===== src/design/lpd_pkg.sv =====
// Shared types and constants for the length-prefix packet deframer.
package lpd_pkg;

  localparam int unsigned HEADER_BYTES = 4;
  localparam int unsigned PUSH_MAX     = 4;

  localparam logic [15:0] MAX_LEN_RESET = 16'd4096;

  localparam logic RK_PKT = 1'b0;
  localparam logic RK_ERR = 1'b1;

  typedef enum logic [1:0] {
    PH_HEADER  = 2'd0,
    PH_PAYLOAD = 2'd1,
    PH_POISON  = 2'd2
  } phase_t;

  typedef struct packed {
    logic [7:0] data;
    logic       is_last;
    logic       kind;
  } res_t;

  // up to four results enter the result queue per accepted byte
  typedef struct packed {
    logic [2:0]     n;
    res_t [3:0]     ent;
  } push_t;

endpackage


===== src/design/lpd_res_fifo.sv =====
// Result queue: shift-style FIFO that takes up to four results per cycle.
module lpd_res_fifo #(
  parameter int unsigned DEPTH = 8,
  parameter int unsigned CNT_W = 4
) (
  input  logic              clk,
  input  logic              rst_n,
  input  lpd_pkg::push_t    push,
  input  logic              pop,
  output lpd_pkg::res_t     head,
  output logic [CNT_W-1:0]  cnt
);

  lpd_pkg::res_t    q_r   [DEPTH];
  lpd_pkg::res_t    q_nxt [DEPTH];
  lpd_pkg::res_t    sh    [DEPTH];
  logic [CNT_W-1:0] cnt_r;
  logic [CNT_W-1:0] cnt_nxt;
  logic [CNT_W-1:0] base;
  logic [CNT_W-1:0] push_n;

  assign push_n = CNT_W'(push.n);
  assign base   = cnt_r - CNT_W'(pop);

  always_comb begin
    logic [CNT_W-1:0] off;
    off = '0;
    for (int i = 0; i < DEPTH - 1; i++) begin
      sh[i] = pop ? q_r[i+1] : q_r[i];
    end
    sh[DEPTH-1] = q_r[DEPTH-1];
    for (int i = 0; i < DEPTH; i++) begin
      off      = CNT_W'(i) - base;
      q_nxt[i] = sh[i];
      if ((CNT_W'(i) >= base) && (off < push_n)) begin
        q_nxt[i] = push.ent[off[1:0]];
      end
    end
    cnt_nxt = base + push_n;
  end

  always_ff @(posedge clk) begin
    for (int i = 0; i < DEPTH; i++) begin
      q_r[i] <= q_nxt[i];
    end
  end

  always_ff @(posedge clk) begin
    if (!rst_n) begin
      cnt_r <= '0;
    end else begin
      cnt_r <= cnt_nxt;
    end
  end

  assign head = q_r[0];
  assign cnt  = cnt_r;

endmodule


===== src/design/length_prefix_packet_deframer.sv =====
// Top level of the length-prefix packet deframer.
// Cuts a byte stream into packets with a 4-byte header (opcode, then payload
// length, both little-endian) and returns header and payload bytes in order,
// the last byte of each packet flagged. One input byte is taken per cycle;
// each byte's work is done in the cycle it is accepted and its results land in
// a FIFO_DEPTH-entry result queue that drains one result per cycle. The fourth
// header byte may place all four header bytes in the queue at once, so the
// input stalls only when the queue lacks room for the results the next byte
// may cause (four in that slot, one otherwise); with the default depth and an
// unstalled output the block sustains one byte per cycle. A length above
// max_payload_length gives one error result, after which every byte is
// swallowed until reset. The configuration port is always ready.
module length_prefix_packet_deframer #(
  parameter int unsigned FIFO_DEPTH = 8
) (
  input  logic        clk,
  input  logic        rst_n,
  input  logic        in_valid,
  output logic        in_stall,
  input  logic [7:0]  in_data_byte,
  output logic        out_valid,
  input  logic        out_stall,
  output logic [7:0]  out_byte,
  output logic        out_is_last,
  output logic        out_result_kind,
  input  logic        cfg_valid,
  output logic        cfg_ready,
  input  logic [15:0] cfg_max_payload_length
);

  localparam int unsigned CNT_W = $clog2(FIFO_DEPTH + 1);

  lpd_pkg::phase_t  phase_r, phase_nxt;
  logic [1:0]       hc_r, hc_nxt;
  logic [7:0]       held_r [lpd_pkg::HEADER_BYTES-1];
  logic [15:0]      left_r, left_nxt;
  logic [15:0]      max_len_r;
  logic [15:0]      len;
  logic [15:0]      left_dec;
  logic             in_fire;
  logic             hdr_last;
  logic [CNT_W-1:0] need;
  logic [CNT_W-1:0] fifo_cnt;
  lpd_pkg::push_t   push;
  lpd_pkg::res_t    head;

  assign in_fire  = in_valid && !in_stall;
  assign hdr_last = (phase_r == lpd_pkg::PH_HEADER) && (hc_r == 2'd3);
  assign len      = {in_data_byte, held_r[2]};
  assign left_dec = left_r - 16'd1;

  // room for the worst case this byte can cause
  assign need     = hdr_last ? CNT_W'(lpd_pkg::PUSH_MAX) : CNT_W'(1);
  assign in_stall = fifo_cnt > (CNT_W'(FIFO_DEPTH) - need);
  assign cfg_ready = 1'b1;

  // next state
  always_comb begin
    phase_nxt = phase_r;
    hc_nxt    = hc_r;
    left_nxt  = left_r;
    if (in_fire) begin
      case (phase_r)
        lpd_pkg::PH_HEADER: begin
          if (hc_r != 2'd3) begin
            hc_nxt = hc_r + 2'd1;
          end else begin
            hc_nxt = 2'd0;
            if (len > max_len_r) begin
              phase_nxt = lpd_pkg::PH_POISON;
            end else if (len != 16'd0) begin
              phase_nxt = lpd_pkg::PH_PAYLOAD;
              left_nxt  = len;
            end
          end
        end
        lpd_pkg::PH_PAYLOAD: begin
          left_nxt = left_dec;
          if (left_dec == 16'd0) begin
            phase_nxt = lpd_pkg::PH_HEADER;
          end
        end
        default: begin
          phase_nxt = phase_r;
        end
      endcase
    end
  end

  // results
  always_comb begin
    push = '0;
    if (in_fire) begin
      case (phase_r)
        lpd_pkg::PH_HEADER: begin
          if (hc_r == 2'd3) begin
            if (len > max_len_r) begin
              push.n      = 3'd1;
              push.ent[0] = '{data: 8'd0, is_last: 1'b0, kind: lpd_pkg::RK_ERR};
            end else begin
              push.n      = 3'd4;
              push.ent[0] = '{data: held_r[0], is_last: 1'b0, kind: lpd_pkg::RK_PKT};
              push.ent[1] = '{data: held_r[1], is_last: 1'b0, kind: lpd_pkg::RK_PKT};
              push.ent[2] = '{data: held_r[2], is_last: 1'b0, kind: lpd_pkg::RK_PKT};
              push.ent[3] = '{data: in_data_byte, is_last: (len == 16'd0),
                              kind: lpd_pkg::RK_PKT};
            end
          end
        end
        lpd_pkg::PH_PAYLOAD: begin
          push.n      = 3'd1;
          push.ent[0] = '{data: in_data_byte, is_last: (left_dec == 16'd0),
                          kind: lpd_pkg::RK_PKT};
        end
        default: begin
          push.n = 3'd0;
        end
      endcase
    end
  end

  always_ff @(posedge clk) begin
    if (!rst_n) begin
      phase_r   <= lpd_pkg::PH_HEADER;
      hc_r      <= 2'd0;
      left_r    <= 16'd0;
      max_len_r <= lpd_pkg::MAX_LEN_RESET;
    end else begin
      phase_r <= phase_nxt;
      hc_r    <= hc_nxt;
      left_r  <= left_nxt;
      if (cfg_valid && cfg_ready) begin
        max_len_r <= cfg_max_payload_length;
      end
    end
  end

  always_ff @(posedge clk) begin
    if (in_fire && (phase_r == lpd_pkg::PH_HEADER) && (hc_r != 2'd3)) begin
      held_r[hc_r] <= in_data_byte;
    end
  end

  lpd_res_fifo #(
    .DEPTH (FIFO_DEPTH),
    .CNT_W (CNT_W)
  ) u_res_fifo (
    .clk   (clk),
    .rst_n (rst_n),
    .push  (push),
    .pop   (out_valid && !out_stall),
    .head  (head),
    .cnt   (fifo_cnt)
  );

  assign out_valid       = fifo_cnt != '0;
  assign out_byte        = head.data;
  assign out_is_last     = head.is_last;
  assign out_result_kind = head.kind;

`ifndef SYNTHESIS
  a_fifo_bound: assert property (@(posedge clk) disable iff (!rst_n)
    fifo_cnt <= CNT_W'(FIFO_DEPTH))
    else $error("result queue overfilled");

  a_poison_quiet: assert property (@(posedge clk) disable iff (!rst_n)
    (phase_r == lpd_pkg::PH_POISON) |-> (push.n == 3'd0))
    else $error("request produced results while poisoned");

  a_err_poisons: assert property (@(posedge clk) disable iff (!rst_n)
    (push.n == 3'd1 && push.ent[0].kind == lpd_pkg::RK_ERR) |=>
    (phase_r == lpd_pkg::PH_POISON))
    else $error("error result without poisoning");

  a_payload_left: assert property (@(posedge clk) disable iff (!rst_n)
    (phase_r == lpd_pkg::PH_PAYLOAD) |-> (left_r != 16'd0 && hc_r == 2'd0))
    else $error("payload phase with no bytes left");
`endif

endmodule


===== config.mk =====
export PLATFORM = sky130hd
export DESIGN_NAME = length_prefix_packet_deframer
export DESIGN_NICKNAME = d
export VERILOG_FILES = /design/src/design/lpd_pkg.sv /design/src/design/lpd_res_fifo.sv /design/src/design/length_prefix_packet_deframer.sv
export SDC_FILE = /design/constraint.sdc
export NUM_CORES = 1
export LEC_CHECK = 0
export CORE_ASPECT_RATIO = 1.5
export CORE_MARGIN = 2
export CORE_UTILIZATION = 35
export DETAILED_ROUTE_END_ITERATION = 12
export DONT_BUFFER_PORTS = 1
export PLACE_DENSITY = 0.57
export SYNTH_ARGS = -nofsm -noshare
export SYNTH_HDL_FRONTEND = slang
export SYNTH_SLANG_ARGS = --single-unit
export TNS_END_PERCENT = 30

===== constraint.sdc =====
create_clock -name clk -period 15 [get_ports clk]
set_input_delay 4.5 -clock clk [delete_from_list [all_inputs] [get_ports clk]]
set_output_delay 4.5 -clock clk [all_outputs]
set_load 0.005 [all_outputs]

==> results of run 1 <==
==> registers in the layout, summed over array words and instances, names as in the netlist <==
signal          cells
u_res_fifo.cnt      4
u_res_fifo.q_r     80
left_r             16
hc_r                2
max_len_r          16
held_r             24
phase_r             2
==> tightest hold or removal path, cell delays in order, from the launching register on <==
cell      delay, ns
dfxtp_1        0.30
inv_1          0.06
o211ai_1       0.08
==> routing by layer <==
layer  global-route usage  up-vias
li1                     -     3106
met1                0.206     3095
met2                0.344      230
met3               0.0379       59
met4               0.0910        0
met5                    0        -
==> through the flow <==
step,instances,utilization,cell area [µm²]
2_1_floorplan,835,-,8540
3_3_place_gp,1110,0.362,8740
3_5_place_dp,1110,0.362,8740
4_1_cts,1142,0.387,9360
5_1_grt,1142,0.387,9360
6_report,1142,0.387,9360
==> synthesized netlist by cell type (all sizes together) (10+ instances only) <==
library cell,number
a31oi,10
edfxtp,104
mux2i,33
ha,50
nand2,78
nand3,17
buf,22
a221oi,12
nor2,75
dfxtp,40
and2,14
clkbuf,39
o21ai,30
o31ai,10
xnor2,10
o221ai,18
nor3,24
and3,12
nor4,14
inv,38
mux2,17
a221o,24
a21oi,36
==> worst max path at each step <==
| stage | slack, ns | depth (start not counted) | end |
|---|---|---|---|
| 2_1_floorplan | 6.84 | 19 | u_res_fifo.q_r[1][22] |
| 3_3_place_gp | 6.48 | 13 | u_res_fifo.q_r[1][27] |
| 3_5_place_dp | 6.38 | 13 | u_res_fifo.q_r[1][27] |
| 4_1_cts | 6.82 | 13 | u_res_fifo.q_r[1][27] |
| 5_1_grt | 6.52 | 13 | u_res_fifo.q_r[1][27] |
| 6_report | 6.76 | 13 | u_res_fifo.q_r[1][27] |
==> final cells by class <==
class / count / area, µm²
repair buffers: 12 / 90.1
multi-input cells: 592 / 4180
well taps: 324 / 405
fillers: 2403 / 14800
clock inverters: 14 / 183
inverters: 38 / 143
clock buffers: 18 / 429
flip-flops and latches: 144 / 3920
==> where the power goes <==
group / switching [W] / internal (W)
registers: 0.0000564 / 0.000651
logic: 0.000428 / 0.000241
clock network: 0.000176 / 0.000265
==> logic make-up (layout without fill, tap and decap cells) <==
kind of cell / after synthesis / in the layout / share of synthesized area
buffers and inverters: 99 / 82 / 0.0517
and+or+nand+nor: 280 / 280 / 0.164
AOI/OAI and AO/OA: 198 / 198 / 0.176
adders and majority gates: 50 / 50 / 0.0732
other: 1 / 1 / 0.000439
xor gates and xnor gates: 13 / 13 / 0.0142
DFF: 144 / 144 / 0.459
muxes: 50 / 50 / 0.0611
==> impl_metrics.csv, run 1 <==
group,metric,value,unit
status,status,"complete, no violations",
timing,worstMarginPinSlew,1.19,ns
clock_tree,cts_root_buffer,"clkbuf_16",
worst_setup_path,path_buf_inv,3,
die,fp.dieW,132,µm
finish,area_delta_synth_final,9.52,%
global_route,grt_pass1_vias,6394,
synth,yosysTopAreaCell,"edfxtp_1",
die,core-area,24200,µm²
placement,place_ws,6.38,ns
finish,antennaDiodeCount,0,
clock_tree,clk-insertion-delay-late,0.43,ns
worst_setup_path,cp.required,15.29,ns
synth,netlist_area,8540,µm²
clock_tree,cts.sink_count,144,
clock_tree,postCtsResizedCells,0,
timing,setup_viol,0,
timing,fin_ws,6.76,ns
clock_tree,h-tree-depth,4,
power_and_ir_drop,p_leak,3.55,nW
placement,dp_hpwl,17700,µm
synth,yosysSeqAreaShare,0.459,
worst_setup_path,critPathLaunchType,"input pin",
synth,synth_top_cell_area_share,0.366,
placement,io_buffers,0,
finish,drive_gt1_frac,0.0990,
flow_run,cap_violations,0,
finish,layout_commonest_cell,"edfxtp_1",
worst_hold_path,min_to,"max_len_r[12]",
detailed_routing,wl_met1,8800,µm
timing,rsz0062_at_grt,"no",
detailed_routing,dr.pass1.iters,6,
die,dieArea,25700,µm²
finish,fin_nets,884,
synth,syn_avg_cell_area,10.2,µm²
worst_setup_path,path_common_cell,"ha_1",
synth,synth_edf_count,104,
detailed_routing,wl_met3,1410,µm
timing,max_freq,121,MHz
power_and_ir_drop,p_total,0.00182,W
synth,postSynthCellCount,835,
worst_setup_path,cp_slowest_cell,"or4b_1",
worst_setup_path,crit_family,"simple AND/OR/NAND/NOR gates",
detailed_routing,top_layer,"met4",
timing,finClkSkew,0.0125,ns
detailed_routing,vias,6490,
timing,slew_headroom,0.203,
power_and_ir_drop,ir_worst_vdd,0.0977,mV
power_and_ir_drop,power.density,194,nW/µm²
timing,finalHoldViolations,0,
detailed_routing,postRouteAntennaNets,0,
worst_hold_path,hold_depth,2,
synth,synth_ff_type,"edfxtp_1",
synth,syn_nets,914,
worst_setup_path,regToRegEndpoint,"u_res_fifo.q_r[0][4]",
worst_setup_path,crit_type,"in -> reg",
clock_tree,numCtsBuffers,17,
worst_setup_path,cp.arrival,8.53,ns
timing,hold_slack,0.489,ns
die,initial_core_util,0.353,
global_route,grt-ovfl-total,0,
finish,layout_common_cells,"edfxtp_1, nand2_1, nor2_1",
clock_tree,cts.clk_slew.worst_paths,0.07,ns
die,ios,42,
detailed_routing,wl_met2,12600,µm
synth,synth_area_leaders,"edfxtp_1, dfxtp_1, ha_1, mux2i_1, nand2_1",
timing,drv_slew,0,
worst_setup_path,crit_fanout,38,
synth,yosys.cell_types.count,74,
synth,ys_ff_latch,144,
global_route,antenna_found_initial,0,
detailed_routing,post_drt_via_cell_ratio,5.68,
placement,gp_congestion,0.951,
global_route,grt_pass1_wl,36700,µm
worst_setup_path,max_stage_delay,0.69,ns
timing,min_period,8.24,ns
worst_hold_path,hold_path.startpoint,"max_len_r[12]",
clock_tree,clock_path_buffers,2,
global_route,grt_max_degree,39,
worst_setup_path,end_kind,"register",
clock_tree,cts_tree,"yes",
detailed_routing,drcViolationCount,0,
global_route,track_usage,0.188,
synth,yosysWarnings,0,
detailed_routing,finalWirelength,23600,µm
detailed_routing,drt_iter0_markers,541,
worst_setup_path,rr_worst_depth,14,
timing,finalSetupTns,0,ns
worst_setup_path,rr_startpoint,"hc_r[0]",
worst_setup_path,crit_start,"out_stall",
detailed_routing,routedWlPerCell,20.7,µm
timing,period_share,0.550,
worst_setup_path,r2r_slack,9.91,ns
die,rows,70,
clock_tree,cts_hold_buf,0,
worst_hold_path,min_path_type,"reg -> reg",
worst_setup_path,path_cells,"or2_2 -> inv_1 -> ha_1 -> ha_1 -> buf_4 -> inv_1 -> ha_1 -> nand2b_1 -> a211oi_1 -> nand2_1 -> or4b_1 -> nor2_1 -> a221o_1",
clock_tree,cts_setup_buffers,0,
synth,synthArstFlopShare,0,
die,die_h,195,µm
Power figures use the tool's default switching activity.
==> run 2: changes to the inputs <==
==> constraint.sdc (replaced) <==
create_clock -name clk -period 8.3 [get_ports clk]
set_input_delay 2.49 -clock clk [delete_from_list [all_inputs] [get_ports clk]]
set_output_delay 2.49 -clock clk [all_outputs]
set_load 0.005 [all_outputs]
==> impl_metrics.csv, run 2 (synthesized netlist as in run 1, its figures left out) <==
group,metric,value,unit
finish,multi_input_area,4180,µm²
die,ios,42,
finish,area_delta_synth_final,9.36,%
power_and_ir_drop,p_total,0.00327,W
detailed_routing,postRouteAntennaNets,0,
worst_setup_path,critPathLaunchType,"input pin",
die,rows,70,
timing,hold_slack,0.496,ns
clock_tree,cts_root_buffer,"clkbuf_16",
finish,fillerInstances,2403,
worst_setup_path,crit_fanout,38,
timing,finClkSkew,0.0151,ns
placement,post_dp_cell_area,8740,µm²
die,die_h,195,µm
die,dieArea,25700,µm²
timing,finalSetupTns,0,ns
finish,drive_gt1_frac,0.0990,
power_and_ir_drop,p_clk_frac,0.242,
clock_tree,cts_setup_buffers,0,
global_route,grt_max_degree,39,
worst_setup_path,cp.required,8.60,ns
die,initial_core_util,0.353,
timing,rsz0062_at_grt,"no",
placement,dp_hpwl,17500,µm
detailed_routing,dr.pass1.iters,7,
detailed_routing,post_drt_via_cell_ratio,5.74,
global_route,grt_pass1_wl,36500,µm
worst_setup_path,cp.arrival,6.54,ns
clock_tree,cts_tree,"yes",
global_route,grt_pass1_vias,6285,
worst_setup_path,path_cells,"or2_2 -> inv_1 -> ha_1 -> ha_1 -> buf_4 -> inv_1 -> ha_1 -> nand2b_1 -> a211oi_1 -> nand2_1 -> or4b_1 -> nor2_1 -> a221o_1",
clock_tree,cts.sink_count,144,
clock_tree,h-tree-depth,4,
power_and_ir_drop,p_switching,0.00121,W
power_and_ir_drop,swShare,0.369,
timing,fin_ws,2.06,ns
finish,stdcell_area,9340,µm²
finish,top_regs,"u_res_fifo.q_r: 80 flops, held_r: 24 flops",
clock_tree,cts_hold_buf,0,
clock_tree,clock_path_buffers,2,
power_and_ir_drop,p_int,0.00206,W
timing,slew_headroom,0.168,
timing,period_share,0.752,
detailed_routing,finalWirelength,23700,µm
die,core-area,24200,µm²
worst_setup_path,end_kind,"register",
placement,place_ws,1.69,ns
power_and_ir_drop,comb_power_share,0.369,
timing,max_freq,160,MHz
finish,seq_area,3920,µm²
flow_run,cap_violations,0,
detailed_routing,routedWlPerCell,20.7,µm
detailed_routing,vias,6560,
finish,top_register,"u_res_fifo.q_r",
finish,largest_reg_flops,80,
global_route,track_usage,0.186,
worst_setup_path,path_common_cell,"ha_1",
power_and_ir_drop,power.density,350,nW/µm²
detailed_routing,drt_iter0_markers,505,
worst_setup_path,cp_slowest_cell,"or4b_1",
placement,io_buffers,0,
clock_tree,postCtsResizedCells,0,
worst_setup_path,crit_type,"in -> reg",
timing,setup_viol,0,
finish,layout_common_cells,"edfxtp_1, nand2_1, nor2_1",
clock_tree,cts.clk_slew.worst_paths,0.06,ns
finish,antennaDiodeCount,0,
global_route,grt-ovfl-total,0,
die,fp.dieW,132,µm
worst_hold_path,min_path_type,"reg -> reg",
finish,layout_commonest_cell,"edfxtp_1",
detailed_routing,drcViolationCount,0,
worst_setup_path,max_stage_delay,0.69,ns
timing,worstMarginPinSlew,1.24,ns
status,status,"complete, no violations",
power_and_ir_drop,seq_power_share,0.389,
clock_tree,clk-insertion-delay-late,0.44,ns
timing,min_period,6.24,ns
timing,finalHoldViolations,0,
timing,drv_slew,0,
finish,fin_nets,884,
clock_tree,numCtsBuffers,17,
power_and_ir_drop,ir_worst_vdd,0.166,mV
global_route,antenna_found_initial,0,
power_and_ir_drop,p_leak,3.54,nW
placement,gp_congestion,0.993,
-- run 2: cell types whose count changed in the layout (fill, tap and decap cells not counted), sizes merged --
| cell | delta |
|---|---|
| bufinv | -1 |
| clkbuf | -1 |
| clkinv | -1 |
| clkinvlp | -1 |
| inv | +4 |
-- run 2: power by group through the flow --
| stage | Clock (W) | Combinational (W) | Sequential [W] |
|---|---|---|---|
| 4_1_cts | 0.000794 | 0.00121 | 0.00127 |
| 2_1_floorplan | 0 | 0.000955 | 0.00124 |
| 5_1_grt | 0.000827 | 0.00135 | 0.00129 |
| 3_5_place_dp | 0 | 0.00120 | 0.00128 |
| 6_report | 0.000790 | 0.00121 | 0.00127 |
| 3_3_place_gp | 0 | 0.00119 | 0.00129 |
-- run 2: worst paths after layout --
path	start	to	slack, ns	cells after the start
setup / recovery	out_stall	u_res_fifo.q_r[1][27]	2.06	13
hold / removal	max_len_r[2]	max_len_r[2]	0.50	2
setup reg to reg	hc_r[0]	u_res_fifo.q_r[0][2]	3.25	14
hold reg to reg	max_len_r[2]	max_len_r[2]	0.50	2
-- run 2: cell type report --
cell class,count,share of cell area
inverter,38,0.0153
clock inverter,15,0.0185
tap,324,0.0434
timing repair buffer,12,0.00964
multi-input combinational,592,0.448
sequential,144,0.420
clock buffer,17,0.0455
-- run 2: worst max-delay path, delay by kind of cell --
family,cells,cell delay [ns]
adder cells (fa/ha/maj),3,1.00
AND/OR/NAND/NOR,5,1.82
AO/OA/AOI/OAI,2,0.38
buffers and inverters,3,0.84
-- run 2: layer usage --
metal	vias up	routed length (µm)	GRT usage
li1	3112	-	-
met1	3196	9500	0.212
met2	187	12200	0.335
met3	65	944	0.0314
met4	0	1000	0.0946
met5	-	0	0
-- run 2: per-stage QoR --
step / util / std cells
after floorplan: - / 835
after global placement: 0.362 / 1110
after detailed placement: 0.362 / 1110
after CTS: 0.386 / 1142
after global routing: 0.386 / 1142
final: 0.386 / 1142
